## config.mk

```make
export PLATFORM = sky130hd
export DESIGN_NAME = batch_average_iir_temperature_core
export DESIGN_NICKNAME = d
export VERILOG_FILES = /design/src/rtl/bait_pkg.sv /design/src/rtl/bait_front.sv /design/src/rtl/bait_queue.sv /design/src/rtl/bait_back.sv /design/src/rtl/batch_average_iir_temperature_core.sv
export SDC_FILE = /design/constraint.sdc
export NUM_CORES = 2
export LEC_CHECK = 0
export ABC_AREA = 1
export BUFFER_PORTS_ARGS = -buffer_cell sky130_fd_sc_hd__buf_4
export CAP_MARGIN = 10
export CORE_AREA = 2 2 303 305
export DETAILED_ROUTE_END_ITERATION = 7
export DIE_AREA = 0 0 305 307
export PLACE_DENSITY = 0.74
export SYNTH_ARGS = -nofsm -noshare
export SYNTH_HDL_FRONTEND = slang
export SYNTH_SLANG_ARGS = --single-unit
```

## constraint.sdc

```tcl
create_clock -name clk -period 6.4 [get_ports clk]
set_clock_uncertainty 0.2 [all_clocks]
set_input_delay 0.64 -clock clk [delete_from_list [all_inputs] [get_ports clk]]
set_output_delay 0.64 -clock clk [all_outputs]
set_load 0.05 [all_outputs]
```

## src/rtl/bait_pkg.sv

```systemverilog
// Shared widths, reset values, register addresses and interface types.
package bait_pkg;

  localparam int SAMPLE_W    = 12;
  localparam int SUM_W       = 20;
  localparam int MEAN_W      = 12;
  localparam int COEF_W      = 16;
  localparam int TEMP_W      = 20;
  localparam int DATA_W      = 32;
  localparam int ADDR_W      = 3;
  localparam int BATCH_DEF   = 10;
  localparam int QUEUE_DEPTH = 2;

  localparam logic [COEF_W-1:0] ALPHA_RESET = 16'd3277;
  localparam logic [COEF_W-1:0] SCALE_RESET = 16'd5282;

  // register select bit of paddr: 0 = smoothing_alpha, 1 = raw_to_degrees_scale
  localparam logic REG_ALPHA = 1'b0;
  localparam logic REG_SCALE = 1'b1;

  typedef struct packed {
    logic             push;
    logic [SUM_W-1:0] sum;
  } batch_push_t;

  typedef struct packed {
    logic empty;
    logic full;
  } queue_status_t;

endpackage

```

## src/rtl/bait_front.sv

```systemverilog
// Front end: accepts samples, accumulates a batch and queues the batch sum.
module bait_front import bait_pkg::*; #(
  parameter int BATCH = BATCH_DEF
) (
  input  logic                clk,
  input  logic                rst,
  input  logic                sample_valid,
  output logic                sample_stall,
  input  logic [SAMPLE_W-1:0] adc_sample,
  input  queue_status_t       qstat,
  output batch_push_t         qpush
);

  localparam int CNT_W = $clog2(BATCH + 1);

  logic [CNT_W-1:0] sample_count;
  logic [SUM_W-1:0] sample_sum;
  logic [SUM_W-1:0] sum_next;
  logic             accept;
  logic             last;

  assign sample_stall = qstat.full;
  assign accept       = sample_valid && !qstat.full;
  assign last         = (sample_count == CNT_W'(BATCH - 1));
  assign sum_next     = sample_sum + SUM_W'(adc_sample);

  assign qpush.push = accept && last;
  assign qpush.sum  = sum_next;

  always_ff @(posedge clk) begin
    if (rst) begin
      sample_count <= '0;
      sample_sum   <= '0;
    end else if (accept) begin
      if (last) begin
        sample_count <= '0;
        sample_sum   <= '0;
      end else begin
        sample_count <= sample_count + 1'b1;
        sample_sum   <= sum_next;
      end
    end
  end

endmodule

```

## src/rtl/bait_queue.sv

```systemverilog
// Short queue of batch sums between the front and the back end.
module bait_queue import bait_pkg::*; (
  input  logic             clk,
  input  logic             rst,
  input  batch_push_t      qpush,
  input  logic             pop,
  output logic [SUM_W-1:0] pop_sum,
  output queue_status_t    qstat
);

  localparam int PTR_W = (QUEUE_DEPTH > 1) ? $clog2(QUEUE_DEPTH) : 1;
  localparam int CNT_W = $clog2(QUEUE_DEPTH + 1);

  logic [SUM_W-1:0] slots [QUEUE_DEPTH];
  logic [PTR_W-1:0] wr_ptr;
  logic [PTR_W-1:0] rd_ptr;
  logic [CNT_W-1:0] fill;
  logic             do_push;
  logic             do_pop;

  assign qstat.empty = (fill == '0);
  assign qstat.full  = (fill == CNT_W'(QUEUE_DEPTH));
  assign do_push     = qpush.push && !qstat.full;
  assign do_pop      = pop && !qstat.empty;
  assign pop_sum     = slots[rd_ptr];

  always_ff @(posedge clk) begin
    if (do_push) begin
      slots[wr_ptr] <= qpush.sum;
    end
  end

  always_ff @(posedge clk) begin
    if (rst) begin
      wr_ptr <= '0;
      rd_ptr <= '0;
      fill   <= '0;
    end else begin
      if (do_push) begin
        wr_ptr <= (wr_ptr == PTR_W'(QUEUE_DEPTH - 1)) ? '0 : wr_ptr + 1'b1;
      end
      if (do_pop) begin
        rd_ptr <= (rd_ptr == PTR_W'(QUEUE_DEPTH - 1)) ? '0 : rd_ptr + 1'b1;
      end
      case ({do_push, do_pop})
        2'b10:   fill <= fill + 1'b1;
        2'b01:   fill <= fill - 1'b1;
        default: fill <= fill;
      endcase
    end
  end

endmodule

```

## src/rtl/bait_back.sv

```systemverilog
// Back end: divide a batch sum, scale to degrees, smooth unless history is zero, output.
module bait_back import bait_pkg::*; #(
  parameter int BATCH = BATCH_DEF
) (
  input  logic              clk,
  input  logic              rst,
  input  queue_status_t     qstat,
  input  logic [SUM_W-1:0]  pop_sum,
  output logic              pop,
  input  logic [COEF_W-1:0] alpha,
  input  logic [COEF_W-1:0] scale,
  output logic              temperature_valid,
  input  logic              temperature_stall,
  output logic [TEMP_W-1:0] temperature_q8
);

  // floor(sum / BATCH) as (sum * RECIP) >> DIV_SHIFT, exact for any 20-bit sum
  localparam int    RECIP_W    = SUM_W + 1;
  localparam int    DIV_SHIFT  = SUM_W + $clog2(BATCH);
  localparam longint RECIP_FULL = ((longint'(1) << DIV_SHIFT) + longint'(BATCH) - 1)
                                  / longint'(BATCH);
  localparam logic [RECIP_W-1:0] RECIP = RECIP_W'(RECIP_FULL);
  localparam int    DPROD_W    = SUM_W + RECIP_W;
  localparam int    PNEW_W     = TEMP_W + COEF_W;
  localparam int    POLD_W     = TEMP_W + COEF_W + 1;

  localparam logic [2:0] ST_IDLE = 3'd0;
  localparam logic [2:0] ST_DIV  = 3'd1;
  localparam logic [2:0] ST_CONV = 3'd2;
  localparam logic [2:0] ST_MNEW = 3'd3;
  localparam logic [2:0] ST_MOLD = 3'd4;
  localparam logic [2:0] ST_SUM  = 3'd5;
  localparam logic [2:0] ST_OUT  = 3'd6;

  logic [2:0]               state;
  logic [SUM_W-1:0]         quot;
  logic [TEMP_W-1:0]        fresh;
  logic [TEMP_W-1:0]        result;
  logic [TEMP_W-1:0]        smoothed_temp;
  logic [PNEW_W-1:0]        p_new;
  logic [POLD_W-1:0]        p_old;

  logic [DPROD_W-1:0]       div_prod;
  logic [MEAN_W+COEF_W-1:0] conv_prod;
  logic [COEF_W:0]          weight_old;
  logic [POLD_W-1:0]        acc;
  logic                     out_free;

  assign div_prod   = quot * RECIP;
  assign conv_prod  = quot[MEAN_W-1:0] * scale;
  assign weight_old = (COEF_W + 1)'(1 << COEF_W) - {1'b0, alpha};
  assign acc        = {1'b0, p_new} + p_old;
  assign out_free   = !temperature_valid || !temperature_stall;
  assign pop        = (state == ST_IDLE) && !qstat.empty;

  always_ff @(posedge clk) begin
    if (rst) begin
      state             <= ST_IDLE;
      smoothed_temp     <= '0;
      temperature_valid <= 1'b0;
    end else begin
      if ((state == ST_OUT) && out_free) begin
        temperature_valid <= 1'b1;
      end else if (temperature_valid && !temperature_stall) begin
        temperature_valid <= 1'b0;
      end
      case (state)
        ST_IDLE: begin
          if (!qstat.empty) begin
            quot  <= pop_sum;
            state <= ST_DIV;
          end
        end
        ST_DIV: begin
          quot  <= SUM_W'(div_prod >> DIV_SHIFT);
          state <= ST_CONV;
        end
        ST_CONV: begin
          fresh  <= conv_prod[MEAN_W+COEF_W-1:8];
          result <= conv_prod[MEAN_W+COEF_W-1:8];
          state  <= (smoothed_temp == '0) ? ST_OUT : ST_MNEW;
        end
        ST_MNEW: begin
          p_new <= fresh * alpha;
          state <= ST_MOLD;
        end
        ST_MOLD: begin
          p_old <= smoothed_temp * weight_old;
          state <= ST_SUM;
        end
        ST_SUM: begin
          result <= acc[COEF_W+TEMP_W-1:COEF_W];
          state  <= ST_OUT;
        end
        ST_OUT: begin
          if (out_free) begin
            smoothed_temp  <= result;
            temperature_q8 <= result;
            state          <= ST_IDLE;
          end
        end
        default: state <= ST_IDLE;
      endcase
    end
  end

endmodule

```

## src/rtl/batch_average_iir_temperature_core.sv

```systemverilog
// Top level: configuration registers, front end, batch queue and back end.
//
// Samples enter on adc_sample with sample_valid/sample_stall; an item is
// taken at a clock edge with valid high and stall low. One item a cycle is
// taken while the batch queue has room. Every BATCH samples the batch sum
// is queued; the back end divides it by BATCH with one reciprocal multiply,
// converts it with one multiply and blends it with two more. A result
// shows on temperature_q8 with temperature_valid once the back end has
// passed its divide, convert, blend and output states; the blend states
// are skipped while the smoothed value is still zero. The back end takes
// a batch at a time, popping when idle. When the receiver stalls, the
// result holds in the output register, the back end waits and, once the
// queue fills, sample_stall rises. Synchronous reset clears the batch sum,
// count, queue, smoothed value and output valid, and loads the default
// alpha and scale. Registers: alpha at 0x0, scale at 0x4 (APB, no wait).
module batch_average_iir_temperature_core import bait_pkg::*; #(
  parameter int BATCH = BATCH_DEF
) (
  input  logic                clk,
  input  logic                rst,
  input  logic                psel,
  input  logic                penable,
  input  logic                pwrite,
  input  logic [ADDR_W-1:0]   paddr,
  input  logic [DATA_W-1:0]   pwdata,
  output logic [DATA_W-1:0]   prdata,
  output logic                pready,
  input  logic                sample_valid,
  output logic                sample_stall,
  input  logic [SAMPLE_W-1:0] adc_sample,
  output logic                temperature_valid,
  input  logic                temperature_stall,
  output logic [TEMP_W-1:0]   temperature_q8
);

  logic [COEF_W-1:0] smoothing_alpha;
  logic [COEF_W-1:0] raw_to_degrees_scale;
  logic              wr_en;
  logic              reg_sel;
  batch_push_t       qpush;
  queue_status_t     qstat;
  logic [SUM_W-1:0]  pop_sum;
  logic              pop;

  assign pready  = 1'b1;
  assign wr_en   = psel && penable && pwrite;
  assign reg_sel = paddr[2];
  assign prdata  = (reg_sel == REG_SCALE) ? DATA_W'(raw_to_degrees_scale)
                                          : DATA_W'(smoothing_alpha);

  always_ff @(posedge clk) begin
    if (rst) begin
      smoothing_alpha      <= ALPHA_RESET;
      raw_to_degrees_scale <= SCALE_RESET;
    end else if (wr_en) begin
      case (reg_sel)
        REG_ALPHA: smoothing_alpha      <= pwdata[COEF_W-1:0];
        REG_SCALE: raw_to_degrees_scale <= pwdata[COEF_W-1:0];
        default:   smoothing_alpha      <= smoothing_alpha;
      endcase
    end
  end

  bait_front #(.BATCH(BATCH)) u_front (
    .clk          (clk),
    .rst          (rst),
    .sample_valid (sample_valid),
    .sample_stall (sample_stall),
    .adc_sample   (adc_sample),
    .qstat        (qstat),
    .qpush        (qpush)
  );

  bait_queue u_queue (
    .clk     (clk),
    .rst     (rst),
    .qpush   (qpush),
    .pop     (pop),
    .pop_sum (pop_sum),
    .qstat   (qstat)
  );

  bait_back #(.BATCH(BATCH)) u_back (
    .clk               (clk),
    .rst               (rst),
    .qstat             (qstat),
    .pop_sum           (pop_sum),
    .pop               (pop),
    .alpha             (smoothing_alpha),
    .scale             (raw_to_degrees_scale),
    .temperature_valid (temperature_valid),
    .temperature_stall (temperature_stall),
    .temperature_q8    (temperature_q8)
  );

endmodule

```

==> reports/results.txt <==
Syn_area_per_cell = 8.01 sq um
Post-Syn Instances = 6,143
Post-synthesis mux area share = 0.0611%
Hold crit path type = primary input to flip-flop
# IOs = 109
Slew Limit Fails = 0
Synth top area share = 32.4%
Die X-Extent = 305 microns
Initial Util = 54.2%
Congestion Overflow GR = 0
First-pass DRT Iterations = 6
Synthesis Warnings = 0
Compound-cell area share of the yosys netlist = 5.84%
Critical path endpoint category = flip-flop
Clock root buffer = clkbuf_16
HPWL Detailed = 122 mm
Most frequent cells in the layout = nand2_1, inv_1, fa_1, ha_1, buf_4
Post-placement cell count = 7,481
Worst-path clk slew = 0.06 ns
Count of different cell masters after synthesis = 50
# DRC = 0
Overall routing resource usage = 32.4%
Core area = 0.0907 sq mm
Largest cells by area after synthesis = fa_1, ha_1, edfxtp_1
I/O Buffers = 73
Post-route cell area = 0.0555 sq mm
Non-Filler Instances = 7,608
Final Hold Violating Endpoints = 0
Max_cap viols = 0
CTS Buf Count = 37
H-Tree Depth = 2
Adder-Cell Fraction of Synth Area = 45.8%
Crit path kind = flip-flop to flip-flop
CP Launch Type = flip-flop
Critical Path RT = 6.52 ns
CP arrival = 6.86 ns
Status = finished with violations
Main combinational cell family by area after synthesis = adder cells
Fmax = 148 MHz
Post-Synth XOR/XNOR Area = 1.67%
Vias post-DR = 41.4k
WL per Instance = 19.5 microns
Sequential area share after synthesis = 15.2%
Number of nets with antenna violations after routing = 0
Final setup vio count = 21
Clk buf depth = 3
Placer congestion estimate = 0.999
Crit path time final = 6.74 ns
Commonest non-fill, non-tap cell in the layout = nand2_1
RSZ-0062 raised after global routing = true
Worst-Margin Slew = 1.08 ns
Largest net degree at the start of global routing = 42
Final worst slack = -0.340 ns
Total Routed Length = 148 mm
Detailed Route Iter0 Violations = 3,334
Post-synth top area cell = fa_1
Synth Register Bits = 277
Peak fanout along the critical path = 4
Clock sinks = 277
Max transition margin = 28.3%
Post-CTS Hold Fix Bufs = 0
Share of cells above drive strength 1 = 11.0%
First-pass GRT wire length = 234 mm
Worst Hold Slack = 0.0811 ns
Nets = 7,769
Via density = 5.44
Vias in the first global route = 43.1k
Failing checks = setup timing
FILL cells = 7,793
Most used cell, CP = fa_1
Diodes inserted = 0
Slowest stage delay, CP = 0.54 ns
Worst-skew pair later-pin latency = 0.59 ns
Die area = 0.0936 sq mm
Fin crit share = 105%
Cell area after placement = 0.0525 sq mm
Area Growth Syn to Fin = 12.8%
Initial antenna violation count = 1
Register area = 0.00747 sq mm
Site row count = 111
Post-synth design cell area = 0.0492 sq mm
Post-Synth Simple-Gate Area = 18.2%
Multi-input gate area = 0.0363 sq mm
CTS tree = built
CP max stage cell = fa_1
Die H = 307 microns
==> cell usage after synthesis, drive strengths merged <==
library cell and n:
nand2 1497, inv 1474, fa 797, ha 525, nor2 396, a21oi 258, edfxtp 192, clkbuf 180
o21ai 180, nand3 174, dfxtp 85, xor2 63, nor3 53, nand4 43, buf 34, xnor2 31
o21bai 29, a21o 27, and2 18, nand3b 13, nor4 13, clkinv 12, a21boi 11, o21a 9
a31oi 8, or2 5, a211oi 3, mux2i 3, and3 2, conb 2, o211ai 2, nor3b 1
o211a 1, o221ai 1, or4 1
==> registers in the layout (all words and copies together) (netlist names), 2 cells and up, named ones only <==
| register | flops |
|---|---|
| u_back.result | 20 |
| u_back.smoothed_temp | 20 |
| u_back.state | 3 |
| u_back.p_old | 36 |
| smoothing_alpha | 16 |
| u_queue.slots | 40 |
| u_front.sample_count | 4 |
| u_back.temperature_q8 | 20 |
| raw_to_degrees_scale | 16 |
| u_back.p_new | 36 |
| u_front.sample_sum | 20 |
| u_queue.fill | 2 |
| u_back.quot | 20 |
| u_back.fresh | 20 |
==> through the flow <==
| step | util (%) | setup WS, ns | TNS (ns) |
|---|---|---|---|
| after global routing | 61.2 | -0.588 | -10.16 |
| after global placement | 57.9 | -0.356 | -5.20 |
| after CTS | 60.3 | -0.207 | -2.26 |
| final | 61.2 | -0.340 | -4.51 |
| after floorplan | - | -0.00947 | -0.00947 |
| after detailed placement | 57.9 | -0.432 | -6.49 |
==> what timing repair did <==
| item | CTS | global route |
|---|---|---|
| buffers inserted | 21 | 37 |
| endpoints found under the hold margin | 0 | 0 |
| endpoints found under the setup margin | 22 | 41 |
| pin swaps | 50 | 45 |
| gates resized for setup | 186 | 127 |
| cloned | 2 | 0 |
==> routing by layer <==
metal,vias up,share of wire (%),track usage (%)
li1,18955,-,-
met1,20215,39,41.0
met2,1806,47,53.6
met3,422,8.5,5.22
met4,0,5.9,17.0
met5,-,0,0
==> final timing paths <==
check             slack, ns  cells after the start                       end               start
setup / recovery      -0.34                     32          u_back.p_old[33]  smoothing_alpha[1]
setup reg to reg      -0.34                     32          u_back.p_old[33]  smoothing_alpha[1]
hold / removal         0.08                      3   raw_to_degrees_scale[5]           pwdata[5]
hold reg to reg        0.24                      0  u_back.temperature_q8[2]    u_back.result[2]
==> worst max-delay path: cells and delay by family (launching register included) <==
family / cells / cell delay (ns)
xor gates and xnor gates: 1 / 0.15
AOI/OAI and AO/OA: 3 / 0.51
buffers and inverters: 10 / 0.90
DFF: 1 / 0.34
adders and majority gates: 8 / 3.42
and+or+nand+nor: 10 / 0.95
==> cell families (layout without fill, tap and decap cells) <==
logic type / count (synthesis) / after routing
and+or+nand+nor: 2216 / 2216
adders and majority gates: 1322 / 1322
buffers and inverters: 1700 / 1964
AOI/OAI and AO/OA: 529 / 529
DFF: 277 / 277
xor gates and xnor gates: 94 / 94
muxes: 3 / 3
other: 2 / 17
==> layout make-up <==
cell class / instances / share of cell area [%]
Multi-Input combinational cell: 4181 / 65.5
Inverter: 1486 / 10.1
Tap cell: 1186 / 2.68
Sequential cell: 277 / 13.5
Timing Repair Buffer: 410 / 6.05
Clock inverter: 22 / 0.399
Clock buffer: 46 / 1.80
Power is not shown: default switching activity piles up to over one toggle a cycle in this logic, so the estimate is an artifact.
